<file path="src/lrupr_pkg.sv">
// ---------------------------------------------------------------------------
// LRU page replacement list - shared types
// Request and status codes, controller states, list entry layout and the
// command/status bundles between controller and datapath.
// ---------------------------------------------------------------------------
package lrupr_pkg;

   localparam int PAGE_W   = 16;
   localparam int ADDR_W   = 27;
   localparam int OCC_W    = 5;
   localparam int REQ_W    = 2;
   localparam int STATUS_W = 2;

   typedef enum logic [REQ_W-1:0] {
      REQ_INSERT = 2'd0,
      REQ_TOUCH  = 2'd1,
      REQ_EVICT  = 2'd2
   } req_code_type;

   typedef enum logic [STATUS_W-1:0] {
      ST_DONE  = 2'd0,
      ST_MISS  = 2'd1,
      ST_EMPTY = 2'd2,
      ST_FULL  = 2'd3
   } status_type;

   typedef enum logic [1:0] {
      S_IDLE,
      S_SCAN,
      S_SHIFT,
      S_PLACE
   } state_type;

   typedef struct packed {
      logic [PAGE_W-1:0] page;
      logic [ADDR_W-1:0] addr;
   } entry_type;

   typedef struct packed {
      logic       load_key;
      logic       insert;
      logic       scan_start;
      logic       scan_run;
      logic       match_all;
      logic       grab;
      logic       shift_run;
      logic       place;
      logic       dec_count;
      logic       respond;
      logic       victim_sel;
      status_type status;
   } dp_cmd_type;

   typedef struct packed {
      logic full;
      logic empty;
      logic hit;
      logic last;
   } dp_stat_type;

endpackage

</file>
<file path="src/lrupr_ctrl.sv">
// ---------------------------------------------------------------------------
// LRU page replacement list - controller
// Decodes a request and sequences scan, shift and place steps of the
// datapath; issues the response command.
// ---------------------------------------------------------------------------
module lrupr_ctrl
   import lrupr_pkg::*;
(
   input  logic             clock,
   input  logic             reset,
   input  logic             start,
   input  logic [REQ_W-1:0] req_type,
   input  dp_stat_type      stat,
   output dp_cmd_type       cmd,
   output logic             busy
);

   state_type state_ff, state_in;
   logic      evict_ff, evict_in;

   always_ff @(posedge clock) begin
      if (reset) begin
         state_ff <= S_IDLE;
      end else begin
         state_ff <= state_in;
      end
   end

   always_ff @(posedge clock) begin
      evict_ff <= evict_in;
   end

   always_comb begin
      state_in = state_ff;
      evict_in = evict_ff;
      cmd      = '0;
      cmd.status = ST_DONE;

      case (state_ff)
         S_IDLE: begin
            if (start) begin
               case (req_type)
                  REQ_INSERT: begin
                     cmd.respond = 1'b1;
                     if (stat.full) begin
                        cmd.status = ST_FULL;
                     end else begin
                        cmd.insert = 1'b1;
                     end
                  end
                  REQ_TOUCH: begin
                     if (stat.empty) begin
                        cmd.respond = 1'b1;
                        cmd.status  = ST_MISS;
                     end else begin
                        cmd.load_key   = 1'b1;
                        cmd.scan_start = 1'b1;
                        evict_in       = 1'b0;
                        state_in       = S_SCAN;
                     end
                  end
                  REQ_EVICT: begin
                     if (stat.empty) begin
                        cmd.respond = 1'b1;
                        cmd.status  = ST_EMPTY;
                     end else begin
                        cmd.scan_start = 1'b1;
                        evict_in       = 1'b1;
                        state_in       = S_SCAN;
                     end
                  end
                  default: begin
                     cmd.respond = 1'b1;
                  end
               endcase
            end
         end

         S_SCAN: begin
            cmd.scan_run  = 1'b1;
            cmd.match_all = evict_ff;
            if (stat.hit) begin
               cmd.grab = 1'b1;
               state_in = stat.last ? S_PLACE : S_SHIFT;
            end else if (stat.last) begin
               cmd.respond = 1'b1;
               cmd.status  = ST_MISS;
               state_in    = S_IDLE;
            end
         end

         S_SHIFT: begin
            cmd.shift_run = 1'b1;
            if (stat.last) begin
               state_in = S_PLACE;
            end
         end

         S_PLACE: begin
            cmd.place      = 1'b1;
            cmd.dec_count  = evict_ff;
            cmd.respond    = 1'b1;
            cmd.victim_sel = evict_ff;
            state_in       = S_IDLE;
         end

         default: begin
            state_in = S_IDLE;
         end
      endcase
   end

   assign busy = state_ff != S_IDLE;

endmodule

</file>
<file path="config.mk">
export PLATFORM = sky130hd
export DESIGN_NAME = lrupr_ctrl
export DESIGN_NICKNAME = d
export VERILOG_FILES = /design/src/lrupr_pkg.sv /design/src/lrupr_ctrl.sv
export SDC_FILE = /design/constraint.sdc
export NUM_CORES = 1
export LEC_CHECK = 0
export BUFFER_PORTS_ARGS = -buffer_cell sky130_fd_sc_hd__buf_2
export CAP_MARGIN = 20
export CELL_PAD_IN_SITES_DETAIL_PLACEMENT = 0
export CELL_PAD_IN_SITES_GLOBAL_PLACEMENT = 1
export CORE_MARGIN = 3
export CORE_UTILIZATION = 22
export DETAILED_ROUTE_END_ITERATION = 8
export GPL_ROUTABILITY_DRIVEN = 0
export HOLD_SLACK_MARGIN = 0.06
export PLACE_DENSITY_LB_ADDON = 0.25
export SLEW_MARGIN = 20
export SYNTH_ARGS = -nofsm -noshare
export SYNTH_HDL_FRONTEND = slang
export SYNTH_SLANG_ARGS = --single-unit
</file>
<file path="constraint.sdc">
create_clock -name clock -period 1.4 [get_ports clock]
set_clock_uncertainty 0.1 [all_clocks]
set_input_delay 0.21 -clock clock [delete_from_list [all_inputs] [get_ports clock]]
set_output_delay 0.21 -clock clock [all_outputs]
set_load 0.01 [all_outputs]
</file>
==> key figures <==
Run status
  – Status: finished with violations
  – Violated checks: setup timing

Route
  – TritonRoute pass-1 iters: 4
  – Final ANT Viol Nets: 0
  – Vias/cell: 4.48
  – Initial DRC Count: 6
  – # DRC: 0
  – Total wire length: 847 µm
  – Routed vias: 385
  – Drt wl/cell: 9.85 µm

Clock tree
  – Worst-Skew Late Latency: 230 ps
  – Root Driver: clkbuf_4
  – CTS sink cnt: 3
  – CTS buffer count: 3
  – Clock transition at path regs: 40 ps
  – CTS tree: built
  – Clk buf depth: 2
  – H-tree depth: 1

STA
  – Slew @ Worst Pin: 221 ps
  – Final setup fails: 7
  – RSZ-0062 raised after global routing: true
  – Fin crit share: 1.17
  – Max frequency: 0.611 GHz
  – Slew HR: 0.852
  – Final min period: 1640 ps
  – Fin. max-slew vios: 0
  – Final worst setup slack: -235 ps
  – Final hold viol count: 0

Synth
  – Mapped Cells: 39
  – Top cell type's share of synthesized area: 0.157
  – Post-Syn Nets: 52
  – Fraction of the yosys area taken by sequential cells: 0.220
  – Distinct cells, synth: 22
  – #FFs+latches synth: 3
  – YS warnings: 0
  – Leading post-synthesis cells by cell area: ha_1 (16%), dfxtp_1 (13%), edfxtp_1 (9.4%), a22oi_1 (7.1%), and2_1 (5.9%)
  – Post-Syn Area: 319 µm²
  – Syn_area_per_cell: 8.18 µm²
  – Largest area contributor in the synthesized netlist: ha_1

Floorplan
  – Die ar.: 0.00194 mm²
  – Die width: 44.1 µm
  – Core Rows: 13
  – Initial Util: 0.239
  – IO Pins: 23
  – CORE AREA: 0.00133 mm²
  – Die Height: 44.1 µm

Flow run
  – Max-cap violations: 0

Final layout
  – Final design area excluding fillers: 571 µm²
  – Ant. Diodes: 0
  – Layout net count: 85
  – Layout cell share with drive strength beyond 1: 0.592
  – FILL cells: 142
  – Most common cell after layout, fill and taps aside: buf_2
  – Most frequent cells in the layout: buf_2 (21), buf_4 (6), ha_1 (4)
  – Area growth from synthesis to layout: 78.8%

Global route
  – First-pass GRT wire length: 1360 µm
  – Antenna violations before repair: 0
  – Overflow after GRT: 0
  – Vias in the first global route: 336
  – GRT met1 Usage: 0.109
  – Largest net degree at the start of global routing: 8
  – Most Crowded Layer GR: met2
  – Met2 usage: 0.154
  – GR Util met3: 0.0244
  – Overall Global Routing Usage: 0.0987

Worst setup path
  – Worst-path cell chain: or3b_4 > o31ai_2 > buf_2
  – Crit path max-delay cell type: or3b_4
  – Endpoint type of the worst setup path: output port
  – Crit Path Category: reg2out
  – CP Buf/Inv Count: 1
  – Max Fanout on Critical Path: 7
  – CP Launch Type: register
  – Slowest stage delay, CP: 440 ps
  – Required @ worst endpoint: 1090 ps
  – Arrival @ worst endpoint: 1330 ps
  – Delay-heaviest family, CP: simple AND/OR/NAND/NOR gates

Place
  – Detailed Place HPWL: 676 µm
  – Place WS: -123 ps
  – I/O Buffers: 22
  – Dpl cell area: 495 µm²

Pwr
  – Max IR drop VDD: 0.000263 V
  – Pwr Density: 666 mW/mm²
  – LEAKAGE: 0.314 nW

Worst hold path
  – Hold WC Path Type: in2reg
==> per-stage QoR <==
step	setup TNS (ps)	total power, mW	util	hold WS (ps)	std cells
finish	-1210	0.380	0.428	182	86
global route	-1730	0.409	0.428	208	86
CTS	-1440	0.382	0.413	184	85
detailed placement	-493	0.212	0.371	299	80
global placement	-449	0.212	0.371	295	80
floorplan	-193	0.159	-	179	39
==> cells by family (layout without fill, tap and decap cells) <==
family,count (synthesis),count (layout),share of synthesized area
buf+inv,5,37,0.0745
compound gates,8,8,0.157
xor+xnor,1,1,0.0275
simple gates,18,18,0.365
fa+ha+maj,4,4,0.157
flops,3,3,0.220
==> worst min-delay path: stages <==
cell     delay, ps
buf_2          110
a21oi_1         60
nor2_1          90
==> Yosys cell counts <==
library cell	count
nand2b_4	1
or2_2	1
buf_4	1
edfxtp_1	1
ha_1	4
clkbuf_2	1
and3_1	1
nor3_1	2
and2b_1	1
nor3b_1	2
and2_1	3
or3b_1	1
nor2_1	2
inv_1	3
nand2_1	1
nor2b_1	3
o31ai_1	1
a21oi_1	2
a22oi_1	3
dfxtp_1	2
xnor2_1	1
o21ai_0	2
==> final cells by class <==
| class | instances | area, µm² | share of cell area |
|---|---|---|---|
| well taps | 15 | 18.8 | 0.0329 |
| repair buffers | 30 | 183 | 0.320 |
| multi-input cells | 31 | 260 | 0.456 |
| inverters | 3 | 11.3 | 0.0197 |
| flip-flops and latches | 3 | 71.3 | 0.125 |
| clock buffers | 4 | 26.3 | 0.0461 |
==> where the power goes <==
group,switching [mW],leakage (nW),internal [mW]
sequential,0.00185,0.0260,0.0949
combinational,0.0609,0.273,0.0710
clock,0.0445,0.0150,0.107
==> routing by layer <==
| layer | up-vias | routed length [µm] |
|---|---|---|
| li1 | 196 | - |
| met4 | 0 | 0 |
| met1 | 169 | 348 |
| met5 | - | 0 |
| met3 | 0 | 90 |
| met2 | 20 | 408 |
==> path summary, 6_finish.rpt <==
| kind | depth (start not counted) | slack (ps) | to | start |
|---|---|---|---|---|
| hold reg to reg | 4 | 580 | register | state_ff[0]$_SDFFE_PP0P_ |
| setup / recovery | 3 | -240 | cmd[0] | register |
| setup reg to reg | 2 | 0 | evict_ff$_DFFE_PP_ | register |
| hold / removal | 3 | 180 | register | stat[1] |
==> what timing repair did <==
action / in CTS / in global routing
buffers inserted: 0 / 1
pin swaps: 2 / 3
gates resized for setup: 5 / 4
endpoints found under the setup margin: 11 / 10
hold endpoints to repair: 2 / 0
hold buffers: 1 / 0
Power figures use the tool's default switching activity.
