===== src/lrupr_pkg.sv =====
// ---------------------------------------------------------------------------
// LRU page replacement list - shared types
// Request and status codes, controller states, list entry layout and the
// command/status bundles between controller and datapath.
// ---------------------------------------------------------------------------
package lrupr_pkg;

   localparam int PAGE_W   = 16;
   localparam int ADDR_W   = 27;
   localparam int OCC_W    = 5;
   localparam int REQ_W    = 2;
   localparam int STATUS_W = 2;

   typedef enum logic [REQ_W-1:0] {
      REQ_INSERT = 2'd0,
      REQ_TOUCH  = 2'd1,
      REQ_EVICT  = 2'd2
   } req_code_type;

   typedef enum logic [STATUS_W-1:0] {
      ST_DONE  = 2'd0,
      ST_MISS  = 2'd1,
      ST_EMPTY = 2'd2,
      ST_FULL  = 2'd3
   } status_type;

   typedef enum logic [1:0] {
      S_IDLE,
      S_SCAN,
      S_SHIFT,
      S_PLACE
   } state_type;

   typedef struct packed {
      logic [PAGE_W-1:0] page;
      logic [ADDR_W-1:0] addr;
   } entry_type;

   typedef struct packed {
      logic       load_key;
      logic       insert;
      logic       scan_start;
      logic       scan_run;
      logic       match_all;
      logic       grab;
      logic       shift_run;
      logic       place;
      logic       dec_count;
      logic       respond;
      logic       victim_sel;
      status_type status;
   } dp_cmd_type;

   typedef struct packed {
      logic full;
      logic empty;
      logic hit;
      logic last;
   } dp_stat_type;

endpackage


===== src/lrupr_dp.sv =====
// ---------------------------------------------------------------------------
// LRU page replacement list - datapath
// Entry memory (position 0 least recent), occupancy count, scan/shift
// pointers with registered read data, and the response registers.
// ---------------------------------------------------------------------------
module lrupr_dp
   import lrupr_pkg::*;
#(
   parameter int CAPACITY = 16
) (
   input  logic                clock,
   input  logic                reset,
   input  logic [PAGE_W-1:0]   req_page_id,
   input  logic [ADDR_W-1:0]   req_page_addr,
   input  dp_cmd_type          cmd,
   output dp_stat_type         stat,
   output logic                rsp_valid,
   output logic [STATUS_W-1:0] rsp_status,
   output logic [PAGE_W-1:0]   rsp_victim_page,
   output logic [ADDR_W-1:0]   rsp_victim_addr,
   output logic [OCC_W-1:0]    rsp_occupancy
);

   localparam int IDX_W = (CAPACITY > 1) ? $clog2(CAPACITY) : 1;
   localparam int CNT_W = $clog2(CAPACITY + 1);

   entry_type             mem_ff [CAPACITY];
   entry_type             rdata_ff;

   logic [CNT_W-1:0]      count_ff, count_in;
   logic [CNT_W-1:0]      idx_ff, idx_in;
   logic [IDX_W-1:0]      ridx_ff, ridx_in;
   logic                  rvalid_ff, rvalid_in;
   logic [ADDR_W-1:0]     key_ff, key_in;
   entry_type             hold_ff, hold_in;

   logic                  rsp_valid_ff;
   logic [STATUS_W-1:0]   rsp_status_ff, rsp_status_in;
   entry_type             rsp_victim_ff, rsp_victim_in;
   logic [OCC_W-1:0]      rsp_occ_ff, rsp_occ_in;

   logic                  rd_en;
   logic [IDX_W-1:0]      rd_addr;
   logic                  we;
   logic [IDX_W-1:0]      wa;
   entry_type             wd;
   logic                  rd_ok;

   assign rd_ok = idx_ff < count_ff;

   assign stat.full  = count_ff == CNT_W'(CAPACITY);
   assign stat.empty = count_ff == '0;
   assign stat.hit   = rvalid_ff && (cmd.match_all || rdata_ff.addr == key_ff);
   assign stat.last  = rvalid_ff && ((CNT_W'(ridx_ff) + CNT_W'(1)) == count_ff);

   always_comb begin
      count_in      = count_ff;
      idx_in        = idx_ff;
      ridx_in       = ridx_ff;
      rvalid_in     = 1'b0;
      key_in        = key_ff;
      hold_in       = hold_ff;
      rd_en         = 1'b0;
      rd_addr       = idx_ff[IDX_W-1:0];
      we            = 1'b0;
      wa            = ridx_ff - IDX_W'(1);
      wd            = rdata_ff;
      rsp_status_in = rsp_status_ff;
      rsp_victim_in = rsp_victim_ff;
      rsp_occ_in    = rsp_occ_ff;

      if (cmd.load_key) begin
         key_in = req_page_addr;
      end
      if (cmd.scan_start) begin
         idx_in = '0;
      end
      if (cmd.scan_run || cmd.shift_run) begin
         rd_en     = rd_ok;
         rvalid_in = rd_ok;
         ridx_in   = idx_ff[IDX_W-1:0];
         idx_in    = idx_ff + CNT_W'(1);
      end
      if (cmd.grab) begin
         hold_in   = rdata_ff;
         idx_in    = CNT_W'(ridx_ff) + CNT_W'(1);
         rvalid_in = 1'b0;
      end
      // close the gap: entry read at ridx moves down one position
      if (cmd.shift_run && rvalid_ff) begin
         we = 1'b1;
         wa = ridx_ff - IDX_W'(1);
         wd = rdata_ff;
      end
      if (cmd.insert) begin
         we       = 1'b1;
         wa       = count_ff[IDX_W-1:0];
         wd.page  = req_page_id;
         wd.addr  = req_page_addr;
         count_in = count_ff + CNT_W'(1);
      end
      if (cmd.place) begin
         we = 1'b1;
         wa = IDX_W'(count_ff - CNT_W'(1));
         wd = hold_ff;
         if (cmd.dec_count) begin
            count_in = count_ff - CNT_W'(1);
         end
      end
      if (cmd.respond) begin
         rsp_status_in = cmd.status;
         rsp_victim_in = cmd.victim_sel ? hold_ff : '0;
         rsp_occ_in    = OCC_W'(count_in);
      end
   end

   always_ff @(posedge clock) begin
      if (we) begin
         mem_ff[wa] <= wd;
      end
      if (rd_en) begin
         rdata_ff <= mem_ff[rd_addr];
      end
   end

   always_ff @(posedge clock) begin
      if (reset) begin
         count_ff     <= '0;
         rvalid_ff    <= 1'b0;
         rsp_valid_ff <= 1'b0;
      end else begin
         count_ff     <= count_in;
         rvalid_ff    <= rvalid_in;
         rsp_valid_ff <= cmd.respond;
      end
   end

   always_ff @(posedge clock) begin
      idx_ff        <= idx_in;
      ridx_ff       <= ridx_in;
      key_ff        <= key_in;
      hold_ff       <= hold_in;
      rsp_status_ff <= rsp_status_in;
      rsp_victim_ff <= rsp_victim_in;
      rsp_occ_ff    <= rsp_occ_in;
   end

   assign rsp_valid       = rsp_valid_ff;
   assign rsp_status      = rsp_status_ff;
   assign rsp_victim_page = rsp_victim_ff.page;
   assign rsp_victim_addr = rsp_victim_ff.addr;
   assign rsp_occupancy   = rsp_occ_ff;

endmodule


===== config.mk =====
export PLATFORM = sky130hd
export DESIGN_NAME = lrupr_dp
export DESIGN_NICKNAME = d
export VERILOG_FILES = /design/src/lrupr_pkg.sv /design/src/lrupr_dp.sv
export SDC_FILE = /design/constraint.sdc
export NUM_CORES = 1
export LEC_CHECK = 0
export CAP_MARGIN = 20
export CORE_UTILIZATION = 50
export DETAILED_ROUTE_END_ITERATION = 16
export DONT_BUFFER_PORTS = 1
export GPL_TIMING_DRIVEN = 0
export PLACE_DENSITY = 0.64
export RECOVER_POWER = 50
export SETUP_SLACK_MARGIN = 0.05
export SYNTH_ARGS = -nofsm -noshare
export SYNTH_HDL_FRONTEND = slang
export SYNTH_SLANG_ARGS = --single-unit
export TNS_END_PERCENT = 30

===== constraint.sdc =====
create_clock -name clock -period 4.2 [get_ports clock]
set_input_delay 0.21 -clock clock [delete_from_list [all_inputs] [get_ports clock]]
set_output_delay 0.21 -clock clock [all_outputs]
set_load 0.01 [all_outputs]

==> run_results.csv <==
group,metric,value,unit
run_status,outcome,"finished with violations",
run_status,violations,"capacitance limit, slew limit",
synth,synth_edf_count,860,
global_route,grt_pass1_wl,118000,um
worst_setup_path,required,4.51,ns
sta,setup_tns,0,ns
layout,layout-drive-gt1-share,20.3,%
worst_setup_path,reg2regPathDepth,8,
route,wl,82800,um
place,port_buffers,0,
sta,period_needed,3.82,ns
worst_setup_path,crit_family,"buffers and inverters",
synth,ys_async_sr_fraction,0,%
sta,skew,0.0204,ns
synth,synth_nets,1564,
global_route,grt_usage,24.9,%
power,power_switching,6200,uW
route,first_iter_violations,1594,
synth,syn_area_per_cell,22.5,sq um
sta,setup_ws,0.385,ns
cts,cts_resized,0,
layout,layout_common_cells,"edfxtp_1, mux4_2, clkbuf_1",
synth,yosys_register_bits,867,
route,postRouteAntennaNets,0,
power,ir_drop,0.000308,V
floorplan,rows,94,
cts,cts_tree,"built",
layout,layout.nets,1772,
route,num_vias,16260,
cts,cts_made_buffers,86,
sta,finalHoldViolCount,0,
sta,holdWs,0.0538,ns
cts,htree_levels,3,
cts,cts_setup_buffers,0,
synth,ys_types,44,
min_path,hold_class,"input pin to flip-flop",
place,dpl_worst_slack,0.631,ns
sta,max_clock_freq,262,MHz
sta,rsz0062_at_grt,"no",
global_route,grt_start_max_net_pins,51,
worst_setup_path,critPathCapture,"idx_ff[0]",
layout,syn2layout_area_growth,16.0,%
global_route,grt_overflow,0,
route,routedWlPerCell,31.4,um
worst_setup_path,path_cells,"dlygate4sd3_1 > clkbuf_1 > or3_1",
floorplan,core,66200,sq um
cts,clk_pin_slew,0.06,ns
worst_setup_path,end_kind,"flip-flop",
sta,slew_headroom,-165,%
synth,synth-main-ff-cell,"edfxtp_1",
worst_setup_path,r2r_end,"rdata_ff[27]",
cts,clock-root-buffer,"clkbuf_16",
power,pwr_density_cell,599,nW/um^2
floorplan,fp.dieW,262,um
global_route,antenna_found_initial,3,
cts,cts_max_path_buffers,3,
synth,yosys_warnings,0,
synth,seq_area_frac_synth,77.0,%
route,drc,0,
worst_setup_path,crit_type,"input pin to flip-flop",
worst_setup_path,crit_path_top_delay_cell,"clkbuf_1",
sta,setup_viol,0,
floorplan,initial_core_util,50.9,%
global_route,grt_pass1_vias,16664,
worst_setup_path,reg2reg_from,"idx_ff[0]",
power,p_int,17200,uW
sta,period_share,90.8,%
synth,synthCells,1496,
cts,insertion_delay,0.63,ns
floorplan,die_h,262,um
sta,worst_slew_pin_slew,3.98,ns
floorplan,die_area,68500,sq um
synth,netlist_area,33700,sq um
sta,finalMaxSlewViolations,132,
route,vias_per_cell,6.16,
power,comb_power_share,18.5,%
worst_setup_path,slowest_delay,2.81,ns
worst_setup_path,start_kind,"input pin",
worst_setup_path,crit_buf_inv,2,
route,first_pass_iters,5,
place,dp_hpwl,52000,um
worst_setup_path,cp_max_fo,45,
floorplan,io_pins,113,
worst_setup_path,worstPathArrival,4.13,ns
power,pwr-share-seq,49.6,%
layout,final_common_cell,"edfxtp_1",
power,switching_share,26.5,%
power,total_power,23400,uW
worst_setup_path,startpoint,"cmd[7]",
cts,cts.sinks,867,
power,p_clk_share,31.9,%
flow_run,maxCapViolCount,4,
power,leakage,0.0127,uW
place,place_congestion,0.780,
worst_setup_path,path_depth,3,
worst_setup_path,reg2reg_slack,0.42,ns
worst register-to-register path, stage by stage (launching register included):
cell and delay (ns):
edfxtp_1 0.44, buf_6 0.18, buf_12 0.16, nand2b_1 0.15, a21o_1 0.18, a21o_1 0.18, a31oi_1 1.38, buf_16 0.25
clkbuf_2 0.48
flip-flops by register name (all words and copies together), names as in the netlist:
register and count:
key_ff 27, rsp_status 2, rsp_valid 1, rsp_victim_addr 27, mem_ff 688, idx_ff 5, rdata_ff 43, count_ff 5
hold_ff 43, rsp_occupancy 5, ridx_ff 4, rvalid_ff 1, rsp_victim_page 16
worst min path at each step:
stage,start,to,slack [ns],cells after the start
after floorplan,reset,count_ff[0],0.28,1
after global placement,reset,rsp_valid,0.28,1
after detailed placement,reset,rsp_valid,0.28,1
after CTS,cmd[7],rvalid_ff,0.02,2
after global routing,cmd[7],rvalid_ff,0.08,2
final,cmd[7],rvalid_ff,0.05,2
cell usage after synthesis, types with 3 or more instances:
cell / instances / area, sq um
buf_2: 12 / 60.1
buf_6: 16 / 180
nor2_1: 20 / 75.1
o21ai_0: 48 / 240
xor2_1: 4 / 35.0
nand3_1: 5 / 25.0
or3_1: 3 / 18.8
nor4_1: 3 / 18.8
xnor2_1: 37 / 324
and2_1: 43 / 269
inv_1: 9 / 33.8
mux4_1: 64 / 1680
dfxtp_1: 7 / 140
nor3_1: 3 / 15.0
clkbuf_1: 35 / 131
a21oi_1: 7 / 35.0
mux4_2: 151 / 3400
edfxtp_1: 860 / 25800
a31oi_1: 3 / 18.8
nand4_1: 8 / 50.1
nor2b_1: 10 / 62.6
buf_1: 10 / 37.5
nand2_1: 54 / 203
ha_1: 10 / 125
mux2i_1: 45 / 450
nand2b_1: 3 / 18.8
cell type report:
cell class | count | area, sq um
timing repair buffer | 120 | 1480
multi-input combinational | 545 | 7380
buffer | 75 | 440
inverter | 9 | 33.8
clock inverter | 45 | 378
antenna | 1 | 2.50
tap | 864 | 1080
sequential | 867 | 26000
fill | 4670 | 27100
clock buffer | 114 | 2340
per-layer routing:
layer | up-vias | GRT usage [%] | share of wire [%]
li1 | 6702 | - | -
met1 | 8756 | 34.9 | 41
met2 | 687 | 40.4 | 49
met3 | 113 | 4.63 | 7.4
met4 | 2 | 6.72 | 2.0
met5 | - | 0 | 0.024
power groups by stage:
stage	clock network [uW]	registers (uW)	logic, uW
final	7470	11600	4330
after global routing	7890	11700	4590
after detailed placement	0	11800	4370
after CTS	7570	11600	4470
after global placement	0	11800	3800
after floorplan	0	11600	2590
stage by stage:
stage | cells | util (%) | area, sq um
global route | 2640 | 59.0 | 39100
CTS | 2635 | 59.3 | 39300
global placement | 2360 | 52.5 | 34800
floorplan | 1496 | - | 33700
detailed placement | 2433 | 54.5 | 36100
finish | 2640 | 59.0 | 39100
cells by family (layout without fill, tap and decap cells):
| logic type | Yosys count | count (layout) | synth area share [%] |
|---|---|---|---|
| other | 0 | 1 | 0 |
| xor gates and xnor gates | 41 | 41 | 1.07 |
| and+or+nand+nor | 160 | 160 | 2.41 |
| DFF | 867 | 867 | 77.0 |
| adders and majority gates | 10 | 10 | 0.371 |
| muxes | 261 | 261 | 16.4 |
| AOI/OAI and AO/OA | 73 | 73 | 1.24 |
| buffers and inverters | 84 | 363 | 1.43 |
timing repair:
item / in CTS / in global routing
hold buffers: 43 / 0
endpoints found under the setup margin: 0 / 0
hold endpoints to repair: 170 / 0
(Power assumes the default switching activity.)
